$ cat src/hdl/voxel_subvolume_address_generator_top_macros.svh
// ----------------------------------------------------------------------------
// Voxel sub-volume address generator: assertion macros
// Concurrent assertion shorthands used by the top level. Defining
// NO_ASSERTIONS leaves every use empty.
// ----------------------------------------------------------------------------
`ifndef VOXEL_SUBVOLUME_ADDRESS_GENERATOR_TOP_MACROS_SVH
`define VOXEL_SUBVOLUME_ADDRESS_GENERATOR_TOP_MACROS_SVH

`ifndef NO_ASSERTIONS

// The expression holds at every clock edge outside reset.
`define VSAG_ASSERT_ALWAYS(lbl, clk, rst_n, expr) \
    lbl: assert property (@(posedge clk) disable iff (!rst_n) (expr)) \
        else $error("vsag: invariant violated");

// The consequent holds in the same cycle as the antecedent.
`define VSAG_ASSERT_IMPLIES(lbl, clk, rst_n, ante, cons) \
    lbl: assert property (@(posedge clk) disable iff (!rst_n) (ante) |-> (cons)) \
        else $error("vsag: implication violated");

// The consequent holds in the cycle after the antecedent.
`define VSAG_ASSERT_NEXT(lbl, clk, rst_n, ante, cons) \
    lbl: assert property (@(posedge clk) disable iff (!rst_n) (ante) |=> (cons)) \
        else $error("vsag: next-cycle check violated");

`else

`define VSAG_ASSERT_ALWAYS(lbl, clk, rst_n, expr)
`define VSAG_ASSERT_IMPLIES(lbl, clk, rst_n, ante, cons)
`define VSAG_ASSERT_NEXT(lbl, clk, rst_n, ante, cons)

`endif

`endif

$ cat src/hdl/vsag_pkg.sv
`timescale 1ns / 1ps
// ----------------------------------------------------------------------------
// Voxel sub-volume address generator package
// Widths, register indexes, cut modes, reset values and the structures that
// pass between the plan stage, the walk engine and the top level.
// ----------------------------------------------------------------------------
package vsag_pkg;

    localparam int DIM_W   = 11;
    localparam int PAGE_W  = 10;
    localparam int OFS_W   = 31;
    localparam int CFG_W   = 33;
    localparam int IDX_W   = 3;
    localparam int AREA_W  = 2 * DIM_W;
    localparam int LO_W    = AREA_W + 1;
    localparam int STEP_W  = AREA_W + 1;

    typedef logic [IDX_W-1:0] t_cfg_index;

    localparam t_cfg_index REG_VOLUME_DIMS = 3'd0;
    localparam t_cfg_index REG_UNIT_SIZE   = 3'd1;
    localparam t_cfg_index REG_CUT_MODE    = 3'd2;
    localparam t_cfg_index REG_PAGE_INDEX  = 3'd3;
    localparam t_cfg_index REG_BOX_MIN     = 3'd4;
    localparam t_cfg_index REG_BOX_MAX     = 3'd5;

    typedef enum logic [1:0] {
        CUT_X    = 2'd0,
        CUT_Y    = 2'd1,
        CUT_Z    = 2'd2,
        CUT_CUBE = 2'd3
    } t_cut_mode;

    localparam logic [1:0] UNIT_ONE = 2'd1;
    localparam logic [1:0] UNIT_TWO = 2'd2;

    localparam logic [CFG_W-1:0]  RST_VOLUME_DIMS = 33'd4198401;
    localparam logic [1:0]        RST_UNIT_SIZE   = UNIT_ONE;
    localparam t_cut_mode         RST_CUT_MODE    = CUT_Z;
    localparam logic [PAGE_W-1:0] RST_PAGE_INDEX  = '0;
    localparam logic [CFG_W-1:0]  RST_BOX_MIN     = '0;
    localparam logic [CFG_W-1:0]  RST_BOX_MAX     = 33'd4198401;

    // Everything the walk needs, derived from the configuration registers.
    typedef struct packed {
        logic              bad;
        logic              unit2;
        logic [DIM_W-1:0]  ext_h;
        logic [DIM_W-1:0]  ext_v;
        logic [DIM_W-1:0]  ext_d;
        logic [DIM_W-1:0]  ext_v_m1;
        logic [DIM_W-1:0]  hi;
        logic [LO_W-1:0]   lo;
        logic [AREA_W-1:0] dxdy;
        logic [AREA_W-1:0] vs;
        logic [STEP_W-1:0] hs_u;
        logic [STEP_W-1:0] vs_u;
        logic [STEP_W-1:0] ds_u;
    } t_plan;

    typedef struct packed {
        logic [OFS_W-1:0] source_offset;
        logic [OFS_W-1:0] dest_offset;
        logic             last;
        logic             error;
        logic             valid_res;
    } t_result;

endpackage

$ cat src/hdl/voxel_subvolume_address_generator_top.sv
`timescale 1ns / 1ps
// ----------------------------------------------------------------------------
// Voxel sub-volume address generator
// Walks a slice or sub-cube of a voxel volume and issues one source and
// destination byte offset pair per request.
//
//   Channel   Direction  Handshake                   Payload
//   request   in         i_in_valid / o_in_stall     i_restart
//   result    out        o_out_valid / i_out_stall   offsets, last, error, valid_res
//   config    in         i_cfg_we                    i_cfg_index, i_cfg_data
//
// One request is taken per cycle while o_in_stall is low; its result passes
// through the input register and then the output register.
// The walk counters and cursors update on each fired request.
// The derived walk plan is registered from the configuration registers.
// Reset is synchronous and active low; it restores the register defaults.
// A stalled result holds its register while one further request waits in
// the input register; o_in_stall rises only when both are occupied.
// ----------------------------------------------------------------------------
`include "voxel_subvolume_address_generator_top_macros.svh"

module voxel_subvolume_address_generator_top
    import vsag_pkg::*;
#(
    parameter int MAX_DIM = 1024
) (
    input  logic             i_clk,
    input  logic             i_rst_n,
    input  logic             i_cfg_we,
    input  t_cfg_index       i_cfg_index,
    input  logic [CFG_W-1:0] i_cfg_data,
    input  logic             i_in_valid,
    output logic             o_in_stall,
    input  logic             i_restart,
    output logic             o_out_valid,
    input  logic             i_out_stall,
    output logic [OFS_W-1:0] o_source_offset,
    output logic [OFS_W-1:0] o_dest_offset,
    output logic             o_last,
    output logic             o_error,
    output logic             o_valid_res
);

    t_plan   plan;
    t_result walk_result;
    t_result r_result;

    logic r_in_valid, n_in_valid;
    logic r_in_restart;
    logic r_out_valid, n_out_valid;
    logic in_xfer, out_free, fire;

    vsag_plan #(
        .MAX_DIM (MAX_DIM)
    ) u_plan (
        .i_clk       (i_clk),
        .i_rst_n     (i_rst_n),
        .i_cfg_we    (i_cfg_we),
        .i_cfg_index (i_cfg_index),
        .i_cfg_data  (i_cfg_data),
        .o_plan      (plan)
    );

    vsag_walk u_walk (
        .i_clk     (i_clk),
        .i_rst_n   (i_rst_n),
        .i_fire    (fire),
        .i_restart (r_in_restart),
        .i_plan    (plan),
        .o_result  (walk_result)
    );

    assign out_free   = !r_out_valid || !i_out_stall;
    assign fire       = r_in_valid && out_free;
    assign o_in_stall = r_in_valid && !out_free;
    assign in_xfer    = i_in_valid && !o_in_stall;

    always_comb begin
        n_in_valid = r_in_valid;
        if (in_xfer) begin
            n_in_valid = 1'b1;
        end else if (fire) begin
            n_in_valid = 1'b0;
        end

        n_out_valid = r_out_valid;
        if (fire) begin
            n_out_valid = 1'b1;
        end else if (!i_out_stall) begin
            n_out_valid = 1'b0;
        end
    end

    always_ff @(posedge i_clk) begin
        if (!i_rst_n) begin
            r_in_valid  <= 1'b0;
            r_out_valid <= 1'b0;
        end else begin
            r_in_valid  <= n_in_valid;
            r_out_valid <= n_out_valid;
        end
    end

    always_ff @(posedge i_clk) begin
        if (in_xfer) begin
            r_in_restart <= i_restart;
        end
        if (fire) begin
            r_result <= walk_result;
        end
    end

    assign o_out_valid     = r_out_valid;
    assign o_source_offset = r_result.source_offset;
    assign o_dest_offset   = r_result.dest_offset;
    assign o_last          = r_result.last;
    assign o_error         = r_result.error;
    assign o_valid_res     = r_result.valid_res;

    // An error result is a lone, final result with zero offsets.
    `VSAG_ASSERT_IMPLIES(a_error_form, i_clk, i_rst_n, o_out_valid && o_error,
        o_last && o_valid_res && (o_source_offset == '0) && (o_dest_offset == '0))

    // An advance with no walk active carries nothing else.
    `VSAG_ASSERT_IMPLIES(a_idle_form, i_clk, i_rst_n, o_out_valid && !o_valid_res,
        !o_last && !o_error && (o_source_offset == '0) && (o_dest_offset == '0))

    // A restart always yields a valid result at the start of the output chunk.
    `VSAG_ASSERT_NEXT(a_restart_result, i_clk, i_rst_n, fire && r_in_restart,
        o_out_valid && o_valid_res && (o_dest_offset == '0))

    // A waiting request is not dropped while the output is blocked.
    `VSAG_ASSERT_NEXT(a_hold_request, i_clk, i_rst_n, r_in_valid && !fire, r_in_valid)

endmodule

$ cat src/hdl/vsag_plan.sv
`timescale 1ns / 1ps
// ----------------------------------------------------------------------------
// Voxel sub-volume address generator: configuration and plan stage
// Holds the configuration registers and registers the walk plan derived
// from them: extents, strides, start terms and the validity check.
// ----------------------------------------------------------------------------
module vsag_plan
    import vsag_pkg::*;
#(
    parameter int MAX_DIM = 1024
) (
    input  logic             i_clk,
    input  logic             i_rst_n,
    input  logic             i_cfg_we,
    input  t_cfg_index       i_cfg_index,
    input  logic [CFG_W-1:0] i_cfg_data,
    output t_plan            o_plan
);

    localparam logic [DIM_W:0] DIM_LIMIT = (DIM_W + 1)'(MAX_DIM);

    logic [CFG_W-1:0]  r_volume_dims;
    logic [1:0]        r_unit_size;
    t_cut_mode         r_cut_mode;
    logic [PAGE_W-1:0] r_page_index;
    logic [CFG_W-1:0]  r_box_min;
    logic [CFG_W-1:0]  r_box_max;

    t_plan r_plan;
    t_plan n_plan;

    logic [DIM_W-1:0]  dx, dy, dz, n0, n1, n2, x0, x1, x2, pg;
    logic [DIM_W-1:0]  mul_a, addend, lim0, lim1, limp;
    logic [AREA_W-1:0] dxdy, mul_lo, hs, vs, ds;
    logic              is_cube, u2, dims_bad, unit_bad, page_bad, box_bad, empty;

    always_ff @(posedge i_clk) begin
        if (!i_rst_n) begin
            r_volume_dims <= RST_VOLUME_DIMS;
            r_unit_size   <= RST_UNIT_SIZE;
            r_cut_mode    <= RST_CUT_MODE;
            r_page_index  <= RST_PAGE_INDEX;
            r_box_min     <= RST_BOX_MIN;
            r_box_max     <= RST_BOX_MAX;
        end else if (i_cfg_we) begin
            case (i_cfg_index)
                REG_VOLUME_DIMS: r_volume_dims <= i_cfg_data;
                REG_UNIT_SIZE:   r_unit_size   <= i_cfg_data[1:0];
                REG_CUT_MODE:    r_cut_mode    <= t_cut_mode'(i_cfg_data[1:0]);
                REG_PAGE_INDEX:  r_page_index  <= i_cfg_data[PAGE_W-1:0];
                REG_BOX_MIN:     r_box_min     <= i_cfg_data;
                REG_BOX_MAX:     r_box_max     <= i_cfg_data;
                default: ;
            endcase
        end
    end

    always_comb begin
        dx = r_volume_dims[DIM_W-1:0];
        dy = r_volume_dims[2*DIM_W-1:DIM_W];
        dz = r_volume_dims[3*DIM_W-1:2*DIM_W];
        n0 = r_box_min[DIM_W-1:0];
        n1 = r_box_min[2*DIM_W-1:DIM_W];
        n2 = r_box_min[3*DIM_W-1:2*DIM_W];
        x0 = r_box_max[DIM_W-1:0];
        x1 = r_box_max[2*DIM_W-1:DIM_W];
        x2 = r_box_max[3*DIM_W-1:2*DIM_W];
        pg = {1'b0, r_page_index};
        u2 = (r_unit_size == UNIT_TWO);

        dxdy = dx * dy;

        // Slice defaults match the z-slice; the other modes override.
        mul_a   = n1;
        addend  = n0;
        n_plan.hi = pg;
        hs      = AREA_W'(1);
        vs      = AREA_W'(dx);
        ds      = '0;
        lim0    = dx;
        lim1    = dy;
        limp    = dz;
        is_cube = 1'b0;
        case (r_cut_mode)
            CUT_X: begin
                addend    = pg;
                n_plan.hi = n0;
                hs        = dxdy;
                lim0      = dz;
                limp      = dx;
            end
            CUT_Y: begin
                mul_a     = pg;
                n_plan.hi = n1;
                vs        = dxdy;
                lim1      = dz;
                limp      = dy;
            end
            CUT_Z: ;
            CUT_CUBE: begin
                n_plan.hi = n2;
                ds        = dxdy;
                is_cube   = 1'b1;
            end
            default: ;
        endcase

        mul_lo = mul_a * dx;

        dims_bad = (dx == '0) || (dy == '0) || (dz == '0)
                || ({1'b0, dx} > DIM_LIMIT) || ({1'b0, dy} > DIM_LIMIT)
                || ({1'b0, dz} > DIM_LIMIT);
        unit_bad = (r_unit_size != UNIT_ONE) && (r_unit_size != UNIT_TWO);
        page_bad = !is_cube && (pg >= limp);
        box_bad  = (x0 > lim0) || (x1 > lim1) || (is_cube && (x2 > dz));
        empty    = (x0 <= n0) || (x1 <= n1) || (is_cube && (x2 <= n2));

        // An empty extent still walks as one voxel when it shows up mid-walk.
        n_plan.ext_h    = (x0 > n0) ? (x0 - n0) : DIM_W'(1);
        n_plan.ext_v    = (x1 > n1) ? (x1 - n1) : DIM_W'(1);
        n_plan.ext_d    = (is_cube && (x2 > n2)) ? (x2 - n2) : DIM_W'(1);
        n_plan.ext_v_m1 = n_plan.ext_v - DIM_W'(1);

        n_plan.bad   = dims_bad || unit_bad || page_bad || box_bad || empty;
        n_plan.unit2 = u2;
        n_plan.lo    = LO_W'(mul_lo) + LO_W'(addend);
        n_plan.dxdy  = dxdy;
        n_plan.vs    = vs;
        n_plan.hs_u  = u2 ? {hs, 1'b0} : {1'b0, hs};
        n_plan.vs_u  = u2 ? {vs, 1'b0} : {1'b0, vs};
        n_plan.ds_u  = u2 ? {ds, 1'b0} : {1'b0, ds};
    end

    // Refreshed every cycle from the configuration registers, one register behind them.
    always_ff @(posedge i_clk) begin
        r_plan <= n_plan;
    end

    assign o_plan = r_plan;

endmodule

$ cat src/hdl/vsag_walk.sv
`timescale 1ns / 1ps
// ----------------------------------------------------------------------------
// Voxel sub-volume address generator: walk engine
// Keeps the voxel counters and the source and destination cursors, and
// forms the result for one restart or advance per transfer.
// ----------------------------------------------------------------------------
module vsag_walk
    import vsag_pkg::*;
(
    input  logic    i_clk,
    input  logic    i_rst_n,
    input  logic    i_fire,
    input  logic    i_restart,
    input  t_plan   i_plan,
    output t_result o_result
);

    logic [DIM_W-1:0] r_horiz, r_vert, r_depth;
    logic [DIM_W-1:0] n_horiz, n_vert, n_depth;
    logic [OFS_W-1:0] r_row_base, r_src, r_dst;
    logic [OFS_W-1:0] n_row_base, n_src, n_dst;
    logic             r_done, n_done;

    logic [2*DIM_W+AREA_W-DIM_W:0] prod_start;
    logic [DIM_W+AREA_W-1:0]       prod_back;
    logic [OFS_W-1:0]              start_u, back_u, unit_bytes;
    logic [DIM_W:0]                h_inc, v_inc;
    logic                          last;

    function automatic logic [OFS_W-1:0] f_scale(input logic [OFS_W-1:0] v,
                                                 input logic unit2);
        return unit2 ? {v[OFS_W-2:0], 1'b0} : v;
    endfunction

    always_comb begin
        prod_start = i_plan.hi * i_plan.dxdy;
        prod_back  = i_plan.ext_v_m1 * i_plan.vs;
        start_u    = f_scale(prod_start[OFS_W-1:0] + OFS_W'(i_plan.lo), i_plan.unit2);
        back_u     = f_scale(prod_back[OFS_W-1:0], i_plan.unit2);
        unit_bytes = i_plan.unit2 ? OFS_W'(2) : OFS_W'(1);
        h_inc      = {1'b0, r_horiz} + (DIM_W + 1)'(1);
        v_inc      = {1'b0, r_vert} + (DIM_W + 1)'(1);

        n_horiz    = r_horiz;
        n_vert     = r_vert;
        n_depth    = r_depth;
        n_row_base = r_row_base;
        n_src      = r_src;
        n_dst      = r_dst;
        n_done     = r_done;
        last       = 1'b0;
        o_result   = '0;

        if (i_restart) begin
            n_horiz = '0;
            n_vert  = '0;
            n_depth = '0;
            n_dst   = '0;
            if (i_plan.bad) begin
                n_row_base         = '0;
                n_src              = '0;
                n_done             = 1'b1;
                o_result.last      = 1'b1;
                o_result.error     = 1'b1;
                o_result.valid_res = 1'b1;
            end else begin
                n_row_base = start_u;
                n_src      = start_u;
                last       = (i_plan.ext_h == DIM_W'(1)) && (i_plan.ext_v == DIM_W'(1))
                          && (i_plan.ext_d == DIM_W'(1));
                n_done     = last;
                o_result.source_offset = start_u;
                o_result.last          = last;
                o_result.valid_res     = 1'b1;
            end
        end else if (!r_done) begin
            if (h_inc < {1'b0, i_plan.ext_h}) begin
                n_horiz = h_inc[DIM_W-1:0];
                n_src   = r_src + OFS_W'(i_plan.hs_u);
            end else begin
                n_horiz = '0;
                if (v_inc < {1'b0, i_plan.ext_v}) begin
                    n_vert     = v_inc[DIM_W-1:0];
                    n_row_base = r_row_base + OFS_W'(i_plan.vs_u);
                end else begin
                    // Next plane: step in depth and rewind the rows just walked.
                    n_vert     = '0;
                    n_depth    = r_depth + DIM_W'(1);
                    n_row_base = r_row_base + OFS_W'(i_plan.ds_u) - back_u;
                end
                n_src = n_row_base;
            end
            n_dst  = r_dst + unit_bytes;
            last   = (({1'b0, n_horiz} + (DIM_W + 1)'(1)) >= {1'b0, i_plan.ext_h})
                  && (({1'b0, n_vert} + (DIM_W + 1)'(1)) >= {1'b0, i_plan.ext_v})
                  && (({1'b0, n_depth} + (DIM_W + 1)'(1)) >= {1'b0, i_plan.ext_d});
            n_done = last;
            o_result.source_offset = n_src;
            o_result.dest_offset   = n_dst;
            o_result.last          = last;
            o_result.valid_res     = 1'b1;
        end
    end

    always_ff @(posedge i_clk) begin
        if (!i_rst_n) begin
            r_horiz    <= '0;
            r_vert     <= '0;
            r_depth    <= '0;
            r_row_base <= '0;
            r_src      <= '0;
            r_dst      <= '0;
            r_done     <= 1'b1;
        end else if (i_fire) begin
            r_horiz    <= n_horiz;
            r_vert     <= n_vert;
            r_depth    <= n_depth;
            r_row_base <= n_row_base;
            r_src      <= n_src;
            r_dst      <= n_dst;
            r_done     <= n_done;
        end
    end

endmodule
$ cat config.mk
export PLATFORM = sky130hd
export DESIGN_NAME = voxel_subvolume_address_generator_top
export DESIGN_NICKNAME = d
export VERILOG_FILES = /design/src/hdl/vsag_pkg.sv /design/src/hdl/voxel_subvolume_address_generator_top.sv /design/src/hdl/vsag_plan.sv /design/src/hdl/vsag_walk.sv
export VERILOG_INCLUDE_DIRS = /design/src /design/src/hdl
export SDC_FILE = /design/constraint.sdc
export NUM_CORES = 2
export LEC_CHECK = 0
export BUFFER_PORTS_ARGS = -buffer_cell sky130_fd_sc_hd__buf_2
export CAP_MARGIN = 40
export CORE_MARGIN = 5
export CORE_UTILIZATION = 57
export DETAILED_ROUTE_END_ITERATION = 10
export PLACE_DENSITY = 0.81
export SYNTH_ARGS = -nofsm -noshare
export SYNTH_HDL_FRONTEND = slang
export SYNTH_SLANG_ARGS = --single-unit
$ cat constraint.sdc
create_clock -name i_clk -period 15.5 [get_ports i_clk]
set_clock_uncertainty 0.15 [all_clocks]
set_input_delay 4.65 -clock i_clk [delete_from_list [all_inputs] [get_ports i_clk]]
set_output_delay 4.65 -clock i_clk [all_outputs]
set_load 0.01 [all_outputs]
# Word-level counts from Yosys, hierarchy flattened
# Cells that the tools add are included.
dict set report totals {
  romBits 0
  latchBits 0
  ram_bits 0
  output_inout_bits 67
  mem_count 0
  inputBits 42
  register_bits 501
}
dict set report classes {
  shifts 0
  mul 4
  n_eq_ne 16
  bitwise 0
  muxes 56
  n_reduce_logical 46
  n_lt_le_gt_ge 18
  div 0
  addsub 17
}
# cell count
set ops {}
lappend ops {{$mux W31} 13}
lappend ops {{$mux W11} 22}
lappend ops {{$mux W22} 6}
lappend ops {{$add A31 B23 Y31} 4}
lappend ops {{$gt A11 B11 Y1} 6}
lappend ops {{$mux W63} 1}
lappend ops {{$mul A11 B22 Y31} 2}
lappend ops {{$add A11 B1 Y12 const B} 5}
lappend ops {{$mul A11 B11 Y22} 2}
lappend ops {{$ge A12 B11 Y1} 3}
lappend ops {{$eq A11 B1 Y1 const B} 3}
lappend ops {{$gt A11 B11 Y1 const B} 3}
lappend ops {{$le A11 B11 Y1} 3}
lappend ops {{$logic_not A11 Y1} 3}
lappend ops {{$pmux W11 S3} 1}
lappend ops {{$sub A11 B11 Y11} 3}
lappend ops {{$add A31 B31 Y31} 1}
lappend ops {{$sub A31 B31 Y31} 1}
lappend ops {{$lt A12 B11 Y1} 2}
lappend ops {{$add A22 B11 Y23} 1}
lappend ops {{$pmux W11 S2} 1}
lappend ops {{$logic_or A1 B1 Y1} 14}
lappend ops {{$reduce_and A2 Y1} 7}
lappend ops {{$logic_and A1 B1 Y1} 12}
lappend ops {{other kinds (18)} 38}

# Longest topological paths before layout
dict set report depth {
  depth_word 12
  mapped_depth 36
}

# By module
# A second synthesis with hierarchy kept.
dict set report unflattened {
  hier_cells 6233
  hier_area_um2 53010.8
}
# mod area_each_um2 instances cells_each
set modules_own_cells {}
lappend modules_own_cells {vsag_walk 29473.3 1 3709}
lappend modules_own_cells {vsag_plan 21471.8 1 2450}
lappend modules_own_cells {voxel_subvolume_address_generator_top 2065.7 1 74}

# Worst setup path before layout
# OpenSTA, ideal clock, no wires.
dict set report synth_timing {
  path_kind {input -> output}
  from {input port i_out_stall}
  to {output port o_in_stall}
  path_stages 1
  t_arrival_ps 4869
  t_required_ps 10700
  n_path_buf 0
  slack_ps 5831
  path_cell_list {and3_1}
}
dict set report synth_via {
  elab_chain_cells 4
}
# item line_no
set synth_rtl {}
lappend synth_rtl {{start, declared} voxel_subvolume_address_generator_top.sv:36} ;# input logic i_out_stall,
lappend synth_rtl {{$logic_not A1 Y1} n/a}
lappend synth_rtl {{$logic_or A1 B1 Y1} voxel_subvolume_address_generator_top.sv:73} ;# assign out_free = !r_out_valid || !i_out_stall;
lappend synth_rtl {{$logic_not A1 Y1} voxel_subvolume_address_generator_top.sv:75} ;# assign o_in_stall = r_in_valid && !out_free;
lappend synth_rtl {{$logic_and A1 B1 Y1} voxel_subvolume_address_generator_top.sv:75}
lappend synth_rtl {{end, declared} voxel_subvolume_address_generator_top.sv:33} ;# output logic o_in_stall,
# No other way between the ends.

# Final worst setup path
# Same ends and word-level chain as after synthesis.

==> impl_metrics.ini <==
[yosys]
synth_warnings = 0
synth_enable_flop_cells = 66
async_reset_ff_share_pct = 0
synth_cells = 6162
synth_seq_cells = 501
syn_nets = 7255
syn-mean-instance-area_um2 = 8.49
synth.distinct_cells = 91
syn-cell-area_mm2 = 0.0523
ys_seq_area_share_pct = 20.4
synthFlopType = dfxtp_1

[power]
p_seq_share_pct = 37.9
internal_power_mw = 2.54
power_frac_comb_pct = 26.7
power_switching_mw = 1.39
p_clk_share_pct = 35.4
fin_total_pwr_mw = 3.93
ir_drop_mv = 0.0865
switching_share_pct = 35.3
leakage_nw = 25.0
p_per_area_mw_per_mm2 = 70.3

[cells_and_area]
stdcell_count = 7329
syn_to_final_growth_pct = 6.70
layout-drive-gt1-share_pct = 6.26
fin_nets = 7185
postLayoutCoreUtil_pct = 61.1
fillers = 7678

[clock_network]
cts_buffers = 56
cts_sinks = 501
cts_tree = built
post-cts-setup-buffers = 0
hold_buffers = 0
ctsResizeCount = 0
htreeDepth = 2
root_buffer = clkbuf_16
cts_buffer_depth = 3
cts.reportedPaths.clkPinSlew_ns = 0.07
clock_latency_ns = 0.64

[place]
portBuffers = 108
place_inst = 7217
dp.final_hpwl_um = 118000
gp_congestion = 0.993

[detailed_routing]
first_pass_iters = 6
num_vias = 44165
drt_iter0_markers = 3893
wire_per_inst_um = 20.8
viasPerCell = 6.03
final_antenna_net_count = 0
drc = 0
routed_wirelength_um = 153000

[status]
status = finished clean

[critical_path]
cp_cell_sequence = buf_2, and3_1, buf_2
cp_num_buf_inv = 2
required_ns = 10.70
critPathCaptureType = primary output
worstPathArrival_ns = 5.11
crit_path_start_kind = primary input
critPathTopFamily = buffers and inverters
crit_fanout = 3
max_stage_delay_ns = 0.20
path_class = in2out
crit_top_cell = buf_2
slowest_stage = and3_1

[floorplanning]
core.rowCount = 111
initial_core_util_pct = 57.3
die_area_mm2 = 0.0980
ioPinCount = 109
core_area_mm2 = 0.0914
die_h_um = 313
die_w_um = 313

[timing]
worst_pin_slew_ns = 1.00
fin_crit_sh_pct = 64.0
hold_viol = 0
hold_ws_ns = 0.311
fin_tns_setup_ns = 0
fin_crit_ns = 9.91
relSlewSlack_pct = 33.1
rsz0062_at_grt = no
fmax_mhz = 101
slew_violations = 0
finalSetupViolations = 0

[global_route]
grt_usage_pct = 30.9
grt_max_degree = 76
antenna_found_initial = 7
grt_pass1_vias = 44652
grt_pass1_wl_um = 242000
overflow = 0

[flow_run]
maxCapViolations = 0

[worst_hold_path]
hold_class = reg2reg
==> cells by family after synthesis <==
logic type      Yosys count  share of synthesized area, %
compound gates         1106                          13.5
simple gates           2058                          18.1
mux                     125                          2.68
fa+ha+maj              1051                          33.5
xor+xnor                247                          4.16
buf+inv                1074                          7.74
flops                   501                          20.4
==> area by class of cell <==
| cell class | count | area [µm²] | area share, % |
|---|---|---|---|
| multi-input combinational | 4587 | 37700 | 67.5 |
| clock inverter | 34 | 320 | 0.574 |
| inverter | 757 | 2850 | 5.10 |
| tap | 1186 | 1480 | 2.66 |
| sequential | 501 | 10700 | 19.1 |
| antenna | 6 | 15.0 | 0.0269 |
| timing repair buffer | 189 | 1230 | 2.20 |
| clock buffer | 69 | 1590 | 2.84 |
==> cell usage in the layout, fill, tap and decap left out, types with 16 or more instances in the layout <==
cell,synthesis,final
nand2_1,946,944
inv_1,757,756
fa_1,580,580
ha_1,471,470
dfxtp_1,435,434
nor2_1,382,379
a21oi_1,351,348
and2_1,293,293
o21ai_0,227,227
xnor2_1,152,152
a21o_1,119,119
buf_2,5,115
nand3_1,96,96
xor2_1,94,94
mux2i_1,93,93
nor3_1,82,80
buf_4,1,66
edfxtp_1,66,66
o21a_1,65,65
clkbuf_16,0,60
a22oi_1,45,45
and3_1,40,40
nor2b_1,40,38
nand4_1,37,37
a31oi_1,36,36
a211oi_1,35,35
nand2b_1,29,29
a21boi_0,24,24
or3_1,24,24
o211ai_1,23,23
mux2_2,22,22
nor4_1,21,21
o21bai_1,20,20
a211o_1,18,18
o31ai_1,16,16
==> worst min-delay path: stages (launching register included) <==
cell and delay [ns]:
dfxtp_1 0.31, nand2_1 0.05, a21oi_1 0.05
==> worst paths after layout <==
path              depth (start not counted)                     startpoint  slack, ns                       endpoint
hold reg to reg                           2  u_walk.r_src[19]$_SDFFE_PN0P_       0.31  u_walk.r_src[19]$_SDFFE_PN0P_
setup / recovery                          3                    i_out_stall       5.59                     o_in_stall
hold / removal                            2  u_walk.r_src[19]$_SDFFE_PN0P_       0.31  u_walk.r_src[19]$_SDFFE_PN0P_
setup reg to reg                         32     u_plan.o_plan[149]$_DFF_P_       5.72  o_source_offset[30]$_DFFE_PP_
==> per-layer routing <==
layer  up-vias  global-route usage [%]  routed length [µm]  share of wire, %
met5         -                       0                  13            0.0085
met4         2                    19.5               11700               7.6
met3       509                    5.71               14400               9.4
met2      2109                    48.8               67800                44
met1     21438                    39.5               58900                39
li1      20107                       -                   -                 -
==> power by group through the flow <==
stage | clock, mW | sequential, mW | combinational, mW
final | 1.39 | 1.49 | 1.05
after global routing | 1.46 | 1.50 | 1.14
after CTS | 1.40 | 1.48 | 1.01
after detailed placement | 0 | 1.51 | 1.00
after global placement | 0 | 1.52 | 0.968
after floorplan | 0 | 1.43 | 0.745
==> sequential cells by signal (all words and copies together), names as in the netlist, 2 cells and up <==
register	flops
o_dest_offset	31
o_source_offset	31
u_plan.o_plan	193
u_plan.r_box_max	33
u_plan.r_box_min	33
u_plan.r_cut_mode	2
u_plan.r_page_index	10
u_plan.r_unit_size	2
u_plan.r_volume_dims	33
u_walk.r_depth	11
u_walk.r_dst	31
u_walk.r_horiz	11
u_walk.r_row_base	31
u_walk.r_src	31
u_walk.r_vert	11
==> Yosys cell counts (45+ instances only) <==
cell      count  area, µm²
nand2_1     946       3550
inv_1       757       2840
fa_1        580      11600
ha_1        471       5890
dfxtp_1     435       8710
nor2_1      382       1430
a21oi_1     351       1760
and2_1      293       1830
clkbuf_1    291       1090
o21ai_0     227       1140
xnor2_1     152       1330
a21o_1      119        893
nand3_1      96        480
xor2_1       94        823
mux2i_1      93        931
nor3_1       82        410
edfxtp_1     66       1980
o21a_1       65        488
a22oi_1      45        338
==> stage by stage <==
step	area [µm²]	setup WS, ns
detailed placement	53900	5.58
CTS	55800	5.58
floorplan	52300	5.83
global placement	53700	5.59
global route	55800	5.02
finish	55800	5.59
Power figures use the tool's default switching activity.
